<file path="config.mk">
export PLATFORM = sky130hd
export DESIGN_NAME = encoder_pi_speed_control
export DESIGN_NICKNAME = d
export VERILOG_FILES = /design/src/epsc_pkg.sv /design/src/epsc_front.sv /design/src/epsc_queue.sv /design/src/epsc_back.sv /design/src/encoder_pi_speed_control.sv
export SDC_FILE = /design/constraint.sdc
export NUM_CORES = 2
export LEC_CHECK = 0
export ABC_AREA = 1
export BUFFER_PORTS_ARGS = -buffer_cell sky130_fd_sc_hd__buf_2
export CAP_MARGIN = 15
export CORE_ASPECT_RATIO = 1.4
export CORE_MARGIN = 4
export CORE_UTILIZATION = 55
export CTS_CLUSTER_SIZE = 30
export DETAILED_ROUTE_END_ITERATION = 10
export PLACE_DENSITY_LB_ADDON = 0.12
export SYNTH_ARGS = -nofsm -noshare
export SYNTH_HDL_FRONTEND = slang
export SYNTH_HIERARCHICAL = 1
export SYNTH_SLANG_ARGS = --single-unit
</file>
<file path="constraint.sdc">
create_clock -name clk -period 10.38 [get_ports clk]
set_clock_uncertainty 0.15 [all_clocks]
set_input_delay 1.557 -clock clk [delete_from_list [all_inputs] [get_ports clk]]
set_output_delay 1.557 -clock clk [all_outputs]
set_load 0.05 [all_outputs]
</file>
<file path="src/epsc_pkg.sv">
// ----------------------------------------------------------------------------
// epsc_pkg
// Shared types and constants for the encoder PI speed controller.
// ----------------------------------------------------------------------------
`default_nettype none

package epsc_pkg;

  typedef enum logic [1:0] {
    ACT_RIGHT = 2'd0,
    ACT_LEFT  = 2'd1,
    ACT_TICK  = 2'd2
  } action_t;

  localparam logic MOTOR_RIGHT = 1'b0;
  localparam logic MOTOR_LEFT  = 1'b1;

  localparam int CFG_IDX_BITS = 2;
  localparam logic [CFG_IDX_BITS-1:0] REG_KP = 2'd0;
  localparam logic [CFG_IDX_BITS-1:0] REG_KI = 2'd1;

  localparam int GAIN_BITS   = 16;
  localparam logic [GAIN_BITS-1:0] KP_RESET = 16'd256;
  localparam logic [GAIN_BITS-1:0] KI_RESET = 16'd0;

  localparam int TARGET_BITS = 16;
  localparam int INTEG_BITS  = 9;
  localparam int INTEG_LIMIT = 255;
  localparam int MAG_BITS    = 10;
  localparam int PWM_BITS    = 8;

  typedef struct packed {
    logic motor;
    logic last;
  } tag_t;

endpackage

`default_nettype wire

</file>
<file path="src/epsc_front.sv">
// ----------------------------------------------------------------------------
// epsc_front
// Accepts items, keeps the position counters and turns each tick into two
// motor jobs (right, then left) carrying the speed error.
// ----------------------------------------------------------------------------
`default_nettype none

module epsc_front import epsc_pkg::*; #(
  parameter int COUNT_BITS = 16,
  parameter int ERR_BITS   = 17
) (
  input  wire logic                         clk,
  input  wire logic                         rst_n,
  input  wire logic                         in_valid,
  output      logic                         in_stall,
  input  wire logic [1:0]                   in_action,
  input  wire logic                         in_phase_b,
  input  wire logic signed [TARGET_BITS-1:0] in_target_right,
  input  wire logic signed [TARGET_BITS-1:0] in_target_left,
  input  wire logic                         q_full,
  output      logic                         push,
  output      logic [ERR_BITS+1:0]          push_data
);

  logic [COUNT_BITS-1:0] pos_rt_r, pos_rt_nxt, pos_lt_r, pos_lt_nxt;
  logic [COUNT_BITS-1:0] last_rt_r, last_rt_nxt, last_lt_r, last_lt_nxt;
  logic                  pend_r, pend_nxt;
  logic signed [ERR_BITS-1:0] pend_err_r, pend_err_nxt;

  logic                  acc;
  logic [COUNT_BITS-1:0] diff_rt, diff_lt;
  logic signed [ERR_BITS-1:0] err_rt, err_lt;

  assign in_stall = pend_r | q_full;

  always_comb begin
    acc     = in_valid & ~in_stall;
    diff_rt = pos_rt_r - last_rt_r;
    diff_lt = pos_lt_r - last_lt_r;
    err_rt  = ERR_BITS'(in_target_right) - ERR_BITS'(signed'(diff_rt));
    err_lt  = ERR_BITS'(in_target_left) - ERR_BITS'(signed'(diff_lt));

    pos_rt_nxt   = pos_rt_r;
    pos_lt_nxt   = pos_lt_r;
    last_rt_nxt  = last_rt_r;
    last_lt_nxt  = last_lt_r;
    pend_nxt     = pend_r;
    pend_err_nxt = pend_err_r;
    push         = 1'b0;
    push_data    = {MOTOR_LEFT, 1'b1, pend_err_r};

    if (pend_r && !q_full) begin
      push     = 1'b1;
      pend_nxt = 1'b0;
    end

    if (acc) begin
      case (action_t'(in_action))
        ACT_RIGHT: begin
          pos_rt_nxt = in_phase_b ? pos_rt_r + COUNT_BITS'(1) : pos_rt_r - COUNT_BITS'(1);
        end
        ACT_LEFT: begin
          pos_lt_nxt = in_phase_b ? pos_lt_r - COUNT_BITS'(1) : pos_lt_r + COUNT_BITS'(1);
        end
        ACT_TICK: begin
          last_rt_nxt  = pos_rt_r;
          last_lt_nxt  = pos_lt_r;
          push         = 1'b1;
          push_data    = {MOTOR_RIGHT, 1'b0, err_rt};
          pend_nxt     = 1'b1;
          pend_err_nxt = err_lt;
        end
        default: begin
        end
      endcase
    end
  end

  always_ff @(posedge clk) begin
    if (!rst_n) begin
      pos_rt_r  <= '0;
      pos_lt_r  <= '0;
      last_rt_r <= '0;
      last_lt_r <= '0;
      pend_r    <= 1'b0;
    end else begin
      pos_rt_r  <= pos_rt_nxt;
      pos_lt_r  <= pos_lt_nxt;
      last_rt_r <= last_rt_nxt;
      last_lt_r <= last_lt_nxt;
      pend_r    <= pend_nxt;
    end
    pend_err_r <= pend_err_nxt;
  end

endmodule

`default_nettype wire

</file>
<file path="src/epsc_queue.sv">
// ----------------------------------------------------------------------------
// epsc_queue
// Small register FIFO between the front and the back end.
// ----------------------------------------------------------------------------
`default_nettype none

module epsc_queue #(
  parameter int WIDTH = 19,
  parameter int DEPTH = 4
) (
  input  wire logic             clk,
  input  wire logic             rst_n,
  input  wire logic             push,
  input  wire logic [WIDTH-1:0] push_data,
  output      logic             full,
  input  wire logic             pop,
  output      logic [WIDTH-1:0] pop_data,
  output      logic             empty
);

  localparam int AW = (DEPTH > 1) ? $clog2(DEPTH) : 1;
  localparam int CW = $clog2(DEPTH + 1);

  logic [WIDTH-1:0] mem_r [DEPTH];
  logic [AW-1:0]    wr_r, wr_nxt, rd_r, rd_nxt;
  logic [CW-1:0]    cnt_r, cnt_nxt;

  assign full     = (cnt_r == CW'(DEPTH));
  assign empty    = (cnt_r == '0);
  assign pop_data = mem_r[rd_r];

  always_comb begin
    wr_nxt  = wr_r;
    rd_nxt  = rd_r;
    cnt_nxt = cnt_r;
    if (push) begin
      wr_nxt = (wr_r == AW'(DEPTH - 1)) ? '0 : wr_r + AW'(1);
    end
    if (pop) begin
      rd_nxt = (rd_r == AW'(DEPTH - 1)) ? '0 : rd_r + AW'(1);
    end
    case ({push, pop})
      2'b10:   cnt_nxt = cnt_r + CW'(1);
      2'b01:   cnt_nxt = cnt_r - CW'(1);
      default: cnt_nxt = cnt_r;
    endcase
  end

  always_ff @(posedge clk) begin
    if (!rst_n) begin
      wr_r  <= '0;
      rd_r  <= '0;
      cnt_r <= '0;
    end else begin
      wr_r  <= wr_nxt;
      rd_r  <= rd_nxt;
      cnt_r <= cnt_nxt;
    end
    if (push) begin
      mem_r[wr_r] <= push_data;
    end
  end

endmodule

`default_nettype wire

</file>
<file path="src/epsc_back.sv">
// ----------------------------------------------------------------------------
// epsc_back
// PI execution pipeline: integral update, gain products, sum, then
// truncation, limit and output register.
// ----------------------------------------------------------------------------
`default_nettype none

module epsc_back import epsc_pkg::*; #(
  parameter int ERR_BITS       = 17,
  parameter int GAIN_FRAC_BITS = 8,
  parameter int DRIVE_LIMIT    = 255
) (
  input  wire logic                    clk,
  input  wire logic                    rst_n,
  input  wire logic                    cfg_we,
  input  wire logic [CFG_IDX_BITS-1:0] cfg_index,
  input  wire logic [GAIN_BITS-1:0]    cfg_data,
  input  wire logic                    q_empty,
  output      logic                    pop,
  input  wire logic [ERR_BITS+1:0]     pop_data,
  output      logic                    out_valid,
  input  wire logic                    out_stall,
  output      logic                    out_motor,
  output      logic [PWM_BITS-1:0]     out_pwm_magnitude,
  output      logic                    out_direction,
  output      logic                    out_last
);

  localparam int PW  = ERR_BITS + GAIN_BITS + 1;
  localparam int IPW = INTEG_BITS + GAIN_BITS + 1;
  localparam int SW  = ((PW > IPW) ? PW : IPW) + 1;
  localparam int ISW = ERR_BITS + 1;
  localparam logic signed [ISW-1:0] ILIM_POS = ISW'(INTEG_LIMIT);
  localparam logic signed [ISW-1:0] ILIM_NEG = -ISW'(INTEG_LIMIT);

  logic [GAIN_BITS-1:0] kp_r, ki_r;
  logic signed [INTEG_BITS-1:0] integ_r [2];

  logic a_v_r, b_v_r, c_v_r, o_v_r;
  tag_t a_tag_r, b_tag_r, c_tag_r, o_tag_r;
  logic signed [ERR_BITS-1:0]   a_err_r;
  logic signed [INTEG_BITS-1:0] a_int_r;
  logic signed [PW-1:0]         b_pkp_r;
  logic signed [IPW-1:0]        b_pki_r;
  logic signed [SW-1:0]         c_sum_r;
  logic [PWM_BITS-1:0]          o_mag_r;
  logic                         o_dir_r;

  logic o_free, c_free, b_free, a_free;
  tag_t pop_tag;
  logic signed [ERR_BITS-1:0]   pop_err;
  logic signed [ISW-1:0]        isum;
  logic signed [INTEG_BITS-1:0] integ_nxt;
  logic [SW-1:0]                abs_sum, mag_full;
  logic [MAG_BITS-1:0]          mag;
  logic                         dir;

  always_comb begin
    o_free = ~o_v_r | ~out_stall;
    c_free = ~c_v_r | o_free;
    b_free = ~b_v_r | c_free;
    a_free = ~a_v_r | b_free;
    pop    = ~q_empty & a_free;

    pop_tag = tag_t'(pop_data[ERR_BITS+1:ERR_BITS]);
    pop_err = signed'(pop_data[ERR_BITS-1:0]);
    isum    = ISW'(pop_err) + ISW'(integ_r[pop_tag.motor]);
    if (isum > ILIM_POS) begin
      integ_nxt = INTEG_BITS'(ILIM_POS);
    end else if (isum < ILIM_NEG) begin
      integ_nxt = INTEG_BITS'(ILIM_NEG);
    end else begin
      integ_nxt = INTEG_BITS'(isum);
    end

    abs_sum  = c_sum_r[SW-1] ? SW'(-c_sum_r) : SW'(c_sum_r);
    mag_full = abs_sum >> GAIN_FRAC_BITS;
    mag      = (mag_full > SW'(DRIVE_LIMIT)) ? MAG_BITS'(DRIVE_LIMIT) : MAG_BITS'(mag_full);
    dir      = ~c_sum_r[SW-1] & (mag != '0);
  end

  assign out_valid         = o_v_r;
  assign out_motor         = o_tag_r.motor;
  assign out_last          = o_tag_r.last;
  assign out_pwm_magnitude = o_mag_r;
  assign out_direction     = o_dir_r;

  always_ff @(posedge clk) begin
    if (!rst_n) begin
      kp_r       <= KP_RESET;
      ki_r       <= KI_RESET;
      integ_r[0] <= '0;
      integ_r[1] <= '0;
      a_v_r      <= 1'b0;
      b_v_r      <= 1'b0;
      c_v_r      <= 1'b0;
      o_v_r      <= 1'b0;
    end else begin
      if (cfg_we && cfg_index == REG_KP) begin
        kp_r <= cfg_data;
      end
      if (cfg_we && cfg_index == REG_KI) begin
        ki_r <= cfg_data;
      end
      if (pop) begin
        integ_r[pop_tag.motor] <= integ_nxt;
      end
      if (a_free) a_v_r <= pop;
      if (b_free) b_v_r <= a_v_r;
      if (c_free) c_v_r <= b_v_r;
      if (o_free) o_v_r <= c_v_r;
    end

    if (a_free) begin
      a_tag_r <= pop_tag;
      a_err_r <= pop_err;
      a_int_r <= integ_nxt;
    end
    if (b_free) begin
      b_tag_r <= a_tag_r;
      b_pkp_r <= $signed({1'b0, kp_r}) * a_err_r;
      b_pki_r <= $signed({1'b0, ki_r}) * a_int_r;
    end
    if (c_free) begin
      c_tag_r <= b_tag_r;
      c_sum_r <= SW'(b_pkp_r) + SW'(b_pki_r);
    end
    if (o_free) begin
      o_tag_r <= c_tag_r;
      o_mag_r <= mag[PWM_BITS-1:0];
      o_dir_r <= dir;
    end
  end

endmodule

`default_nettype wire

</file>
<file path="src/encoder_pi_speed_control.sv">
// ----------------------------------------------------------------------------
// encoder_pi_speed_control
// Two-motor quadrature encoder counter with a PI speed loop per motor.
//
// Input channel (in_valid / in_stall): an encoder edge for the right or left
// motor moves that motor's counter; a control tick carries both targets and
// yields two results, right then left, the left one flagged out_last.
// Result channel (out_valid / out_stall): motor, PWM magnitude, direction.
// Configuration: cfg_we writes kp (index 0) or ki (index 1), Q8.8 unsigned;
// write only while the block is idle.
// Throughput: one edge item a cycle unless in_stall is high; after a tick the
// input stalls until the front end has queued the left motor job.
// Result path: after the tick transfer the right result passes the queue and
// the four-stage PI pipeline (a, b, c, output registers); the left one follows.
// A four-entry queue separates the front end from the pipeline, so edges keep
// being counted while the result side is stalled until the queue fills.
// Reset (rst_n low, synchronous) clears counters, integrals and all valids
// and restores kp = 1.0, ki = 0.
// ----------------------------------------------------------------------------
`default_nettype none

module encoder_pi_speed_control import epsc_pkg::*; #(
  parameter int COUNT_BITS     = 16,
  parameter int GAIN_FRAC_BITS = 8,
  parameter int DRIVE_LIMIT    = 255
) (
  input  wire logic                          clk,
  input  wire logic                          rst_n,
  input  wire logic                          in_valid,
  output      logic                          in_stall,
  input  wire logic [1:0]                    in_action,
  input  wire logic                          in_phase_b,
  input  wire logic signed [TARGET_BITS-1:0] in_target_right,
  input  wire logic signed [TARGET_BITS-1:0] in_target_left,
  output      logic                          out_valid,
  input  wire logic                          out_stall,
  output      logic                          out_motor,
  output      logic [PWM_BITS-1:0]           out_pwm_magnitude,
  output      logic                          out_direction,
  output      logic                          out_last,
  input  wire logic                          cfg_we,
  input  wire logic [CFG_IDX_BITS-1:0]       cfg_index,
  input  wire logic [GAIN_BITS-1:0]          cfg_data
);

  localparam int ERR_BITS = ((COUNT_BITS > TARGET_BITS) ? COUNT_BITS : TARGET_BITS) + 1;
  localparam int QW       = ERR_BITS + 2;

  logic          q_push, q_pop, q_full, q_empty;
  logic [QW-1:0] q_wdata, q_rdata;

  epsc_front #(
    .COUNT_BITS (COUNT_BITS),
    .ERR_BITS   (ERR_BITS)
  ) u_front (
    .clk             (clk),
    .rst_n           (rst_n),
    .in_valid        (in_valid),
    .in_stall        (in_stall),
    .in_action       (in_action),
    .in_phase_b      (in_phase_b),
    .in_target_right (in_target_right),
    .in_target_left  (in_target_left),
    .q_full          (q_full),
    .push            (q_push),
    .push_data       (q_wdata)
  );

  epsc_queue #(
    .WIDTH (QW),
    .DEPTH (4)
  ) u_queue (
    .clk       (clk),
    .rst_n     (rst_n),
    .push      (q_push),
    .push_data (q_wdata),
    .full      (q_full),
    .pop       (q_pop),
    .pop_data  (q_rdata),
    .empty     (q_empty)
  );

  epsc_back #(
    .ERR_BITS       (ERR_BITS),
    .GAIN_FRAC_BITS (GAIN_FRAC_BITS),
    .DRIVE_LIMIT    (DRIVE_LIMIT)
  ) u_back (
    .clk               (clk),
    .rst_n             (rst_n),
    .cfg_we            (cfg_we),
    .cfg_index         (cfg_index),
    .cfg_data          (cfg_data),
    .q_empty           (q_empty),
    .pop               (q_pop),
    .pop_data          (q_rdata),
    .out_valid         (out_valid),
    .out_stall         (out_stall),
    .out_motor         (out_motor),
    .out_pwm_magnitude (out_pwm_magnitude),
    .out_direction     (out_direction),
    .out_last          (out_last)
  );

endmodule

`default_nettype wire

</file>
==> out/metrics.cfg <==
[yosys]
ys_seq_area_frac = 0.265
ys.warnings.count = 6
postSynthCellCount = 4655
synth_ff_type = edfxtp_1
ys_ff_latch = 359
synth_edf_count = 249
async_flop_share = 0
syn_nets = 5374
yosysUniqueCellTypes = 61
postSynthAreaPerCell_um2 = 7.86
synth_area_mm2 = 0.0366

[drt]
wl_per_cell_um = 16.6
via_per_inst = 5.24
route.detailed.drc = 0
num_vias = 28892
ant_nets = 0
first_pass_iters = 7
routed_wl_um = 91400
first_iter_violations = 1325

[sta]
slew_viol_final = 0
setup_viol = 0
worst_pin_slew_ns = 1.13
clock.fmax_mhz = 153
tns_ns = 0
relSlewSlack = 0.245
hold_ws_ns = 0.280
period_share = 0.630
hold_viol_final = 0
rsz0062_at_grt = false
finalCriticalPeriod_ns = 6.54

[worst_hold_path]
worst_hold_path_type = reg2reg
min_to = u_back/c_tag_r[0]
hp-start = u_back/b_tag_r[0]
hold_depth = 0

[worst_setup_path]
rr_endpoint = u_back/b_pkp_r[30]
required_ns = 10.56
critical_path_buf_inv_count = 5
r2r_cells = 22
path_class = reg2reg
critPathMaxStageDelay_ns = 0.81
startpoint_type = flip-flop
r2r_slack_ns = 3.84
cp.arrival_ns = 6.72
rr_startpoint = u_back/kp_r[5]
crit_top_cell = fa_1
worst_setup_path_end_kind = flip-flop
path_cells = nand2_1 -> fa_1 -> inv_1 -> fa_1 -> inv_1 -> fa_1 -> inv_1 -> fa_1 -> fa_1 -> inv_1 -> fa_1 -> inv_1 -> ha_1 -> a21oi_1 -> o21ai_0 -> a21oi_1 -> nand3_1 -> a21o_1 -> a21oi_1 -> o21ai_0 -> nand2_1 -> nand2_1
cp_max_fo = 18
crit_family = adder cells
crit_path_top_delay_cell = dfxtp_1

[outcome]
status = complete, no violations

[clock_network]
numCtsBuffers = 40
clk_latency_ns = 0.59
cts_resized = 0
root_buffer = clkbuf_16
hold_buffers = 0
clkTransAtPathRegs_ns = 0.06
cts_tree = done
cts_buffer_depth = 3
cts.htree.levels = 2
cts.sinks = 359
cts_setup_buffers = 0

[placed_design]
gp_congestion = 0.926
dp_hpwl_um = 74300
dp_cells = 5437
io_buffer_count = 70

[floorplanning]
die_y_um = 313
rows = 111
start_util = 0.557
io_pins = 71
die_area_mm2 = 0.0707
die_x_um = 226
coreArea_mm2 = 0.0657

[cells_and_area]
drive_above_1_share = 0.0506
instances_no_fill = 5509
nets = 5351
diodes = 0
fin_util = 0.589
area_delta_synth_final_pct = 5.81

[global_route]
grt_max_degree = 92
grt_usage = 0.260
grt_overflow = 0
grt_pass1_wl_um = 147000
grt_pass1_vias = 28786
antenna_found_initial = 2

[job]
maxCapViolations = 0

-- layout make-up --
class,count,area [um2]
clock buffers,52,1100
fillers,6112,27000
inverters,988,3720
clock inverters,20,259
multi-input cells,3164,22500
repair buffers,79,418
flip-flops and latches,359,9680
well taps,847,1060
-- per-layer routing --
layer	share of wire	vias to the layer above	global-route usage
met2	0.55	580	0.507
met4	0.049	4	0.108
li1	-	14454	-
met5	0.00037	-	0
met1	0.36	13663	0.282
met3	0.034	191	0.0267
-- metrics by stage --
step                      area [um2]  setup slack [ns]
after floorplan                36600              4.32
after global placement         37300              3.92
after detailed placement       37300              3.90
after CTS                      38700              3.89
after global routing           38700              3.50
final                          38700              3.84
-- cells by family after synthesis --
| kind of cell | Yosys count | share of synthesized area |
|---|---|---|
| adders and majority gates | 661 | 0.291 |
| DFF | 359 | 0.265 |
| and+or+nand+nor | 1806 | 0.204 |
| AOI/OAI and AO/OA | 555 | 0.0844 |
| buffers and inverters | 1132 | 0.121 |
| xor gates and xnor gates | 142 | 0.0345 |
-- worst reg2reg max path, cell delays in order, from the launching register on --
cell and delay (ns):
dfxtp_1 0.81, nand2_1 0.18, fa_1 0.57, inv_1 0.05, fa_1 0.50, inv_1 0.05
fa_1 0.47, inv_1 0.05, fa_1 0.50, fa_1 0.54, inv_1 0.06, fa_1 0.53
inv_1 0.04, ha_1 0.35, a21oi_1 0.29, o21ai_0 0.18, a21oi_1 0.19, nand3_1 0.14
a21o_1 0.21, a21oi_1 0.20, o21ai_0 0.10, nand2_1 0.09, nand2_1 0.05
-- worst max-delay path by stage --
stage,start,end,depth (start not counted)
after floorplan,u_back/kp_r[5],u_back/b_pkp_r[30],24
after global placement,u_back/kp_r[3],u_back/b_pkp_r[31],17
after detailed placement,u_back/kp_r[5],u_back/b_pkp_r[30],22
after CTS,u_back/kp_r[5],u_back/b_pkp_r[30],22
after global routing,u_back/kp_r[5],u_back/b_pkp_r[30],22
final,u_back/kp_r[5],u_back/b_pkp_r[30],22
-- cell usage in the layout (no fill, tap or decap), drive strengths merged, types with 79 or more instances in the layout --
cell type     n
nand2      1145
inv         984
nor2        358
ha          344
fa          317
edfxtp      249
a21oi       239
o21ai       213
nand3       182
dfxtp       110
xor2         82
buf          79
-- cells in the mapped netlist (3+ instances only) --
master | number | area, um2
nand2_1 | 1129 | 4240
inv_1 | 972 | 3650
ha_1 | 344 | 4300
nor2_1 | 344 | 1290
fa_1 | 317 | 6350
edfxtp_1 | 249 | 7480
a21oi_1 | 230 | 1150
o21ai_0 | 174 | 871
nand3_1 | 172 | 861
clkbuf_1 | 113 | 424
dfxtp_1 | 110 | 2200
xor2_1 | 81 | 709
xnor2_1 | 60 | 526
nor3_1 | 32 | 160
o21ai_1 | 32 | 160
nand4_1 | 31 | 194
or2_2 | 23 | 144
o22ai_1 | 19 | 119
buf_6 | 18 | 203
a21o_1 | 17 | 128
nand3b_1 | 17 | 128
o21a_1 | 16 | 120
nand2_2 | 14 | 87.6
nor2_2 | 13 | 81.3
a31oi_1 | 11 | 68.8
o211ai_1 | 9 | 67.6
o21bai_1 | 9 | 67.6
a21oi_2 | 8 | 70.1
inv_2 | 8 | 30.0
nand3_2 | 8 | 80.1
o21ai_2 | 7 | 61.3
o31ai_1 | 7 | 52.6
buf_4 | 5 | 37.5
clkinv_1 | 5 | 18.8
nor4_1 | 5 | 31.3
a221oi_1 | 4 | 35.0
buf_2 | 4 | 20.0
or2_1 | 4 | 25.0
a21boi_1 | 3 | 22.5
and2_1 | 3 | 18.8
-- registers in the layout, indices dropped and copies added, names as in the netlist, 9 cells and up, named ones only --
register and count:
u_front/pos_lt_r 16, u_back/a_err_r 17, u_front/pos_rt_r 16, u_back/integ_r 18
u_back/b_pki_r 26, u_front/last_rt_r 16, u_back/c_sum_r 35, u_front/pend_err_r 17
u_back/b_pkp_r 34, u_back/kp_r 16, u_back/a_int_r 9, u_back/ki_r 16
u_front/last_lt_r 16, u_queue/mem_r 76
Power is not shown: default switching activity piles up to over one toggle a cycle in this logic, so the estimate is an artifact.
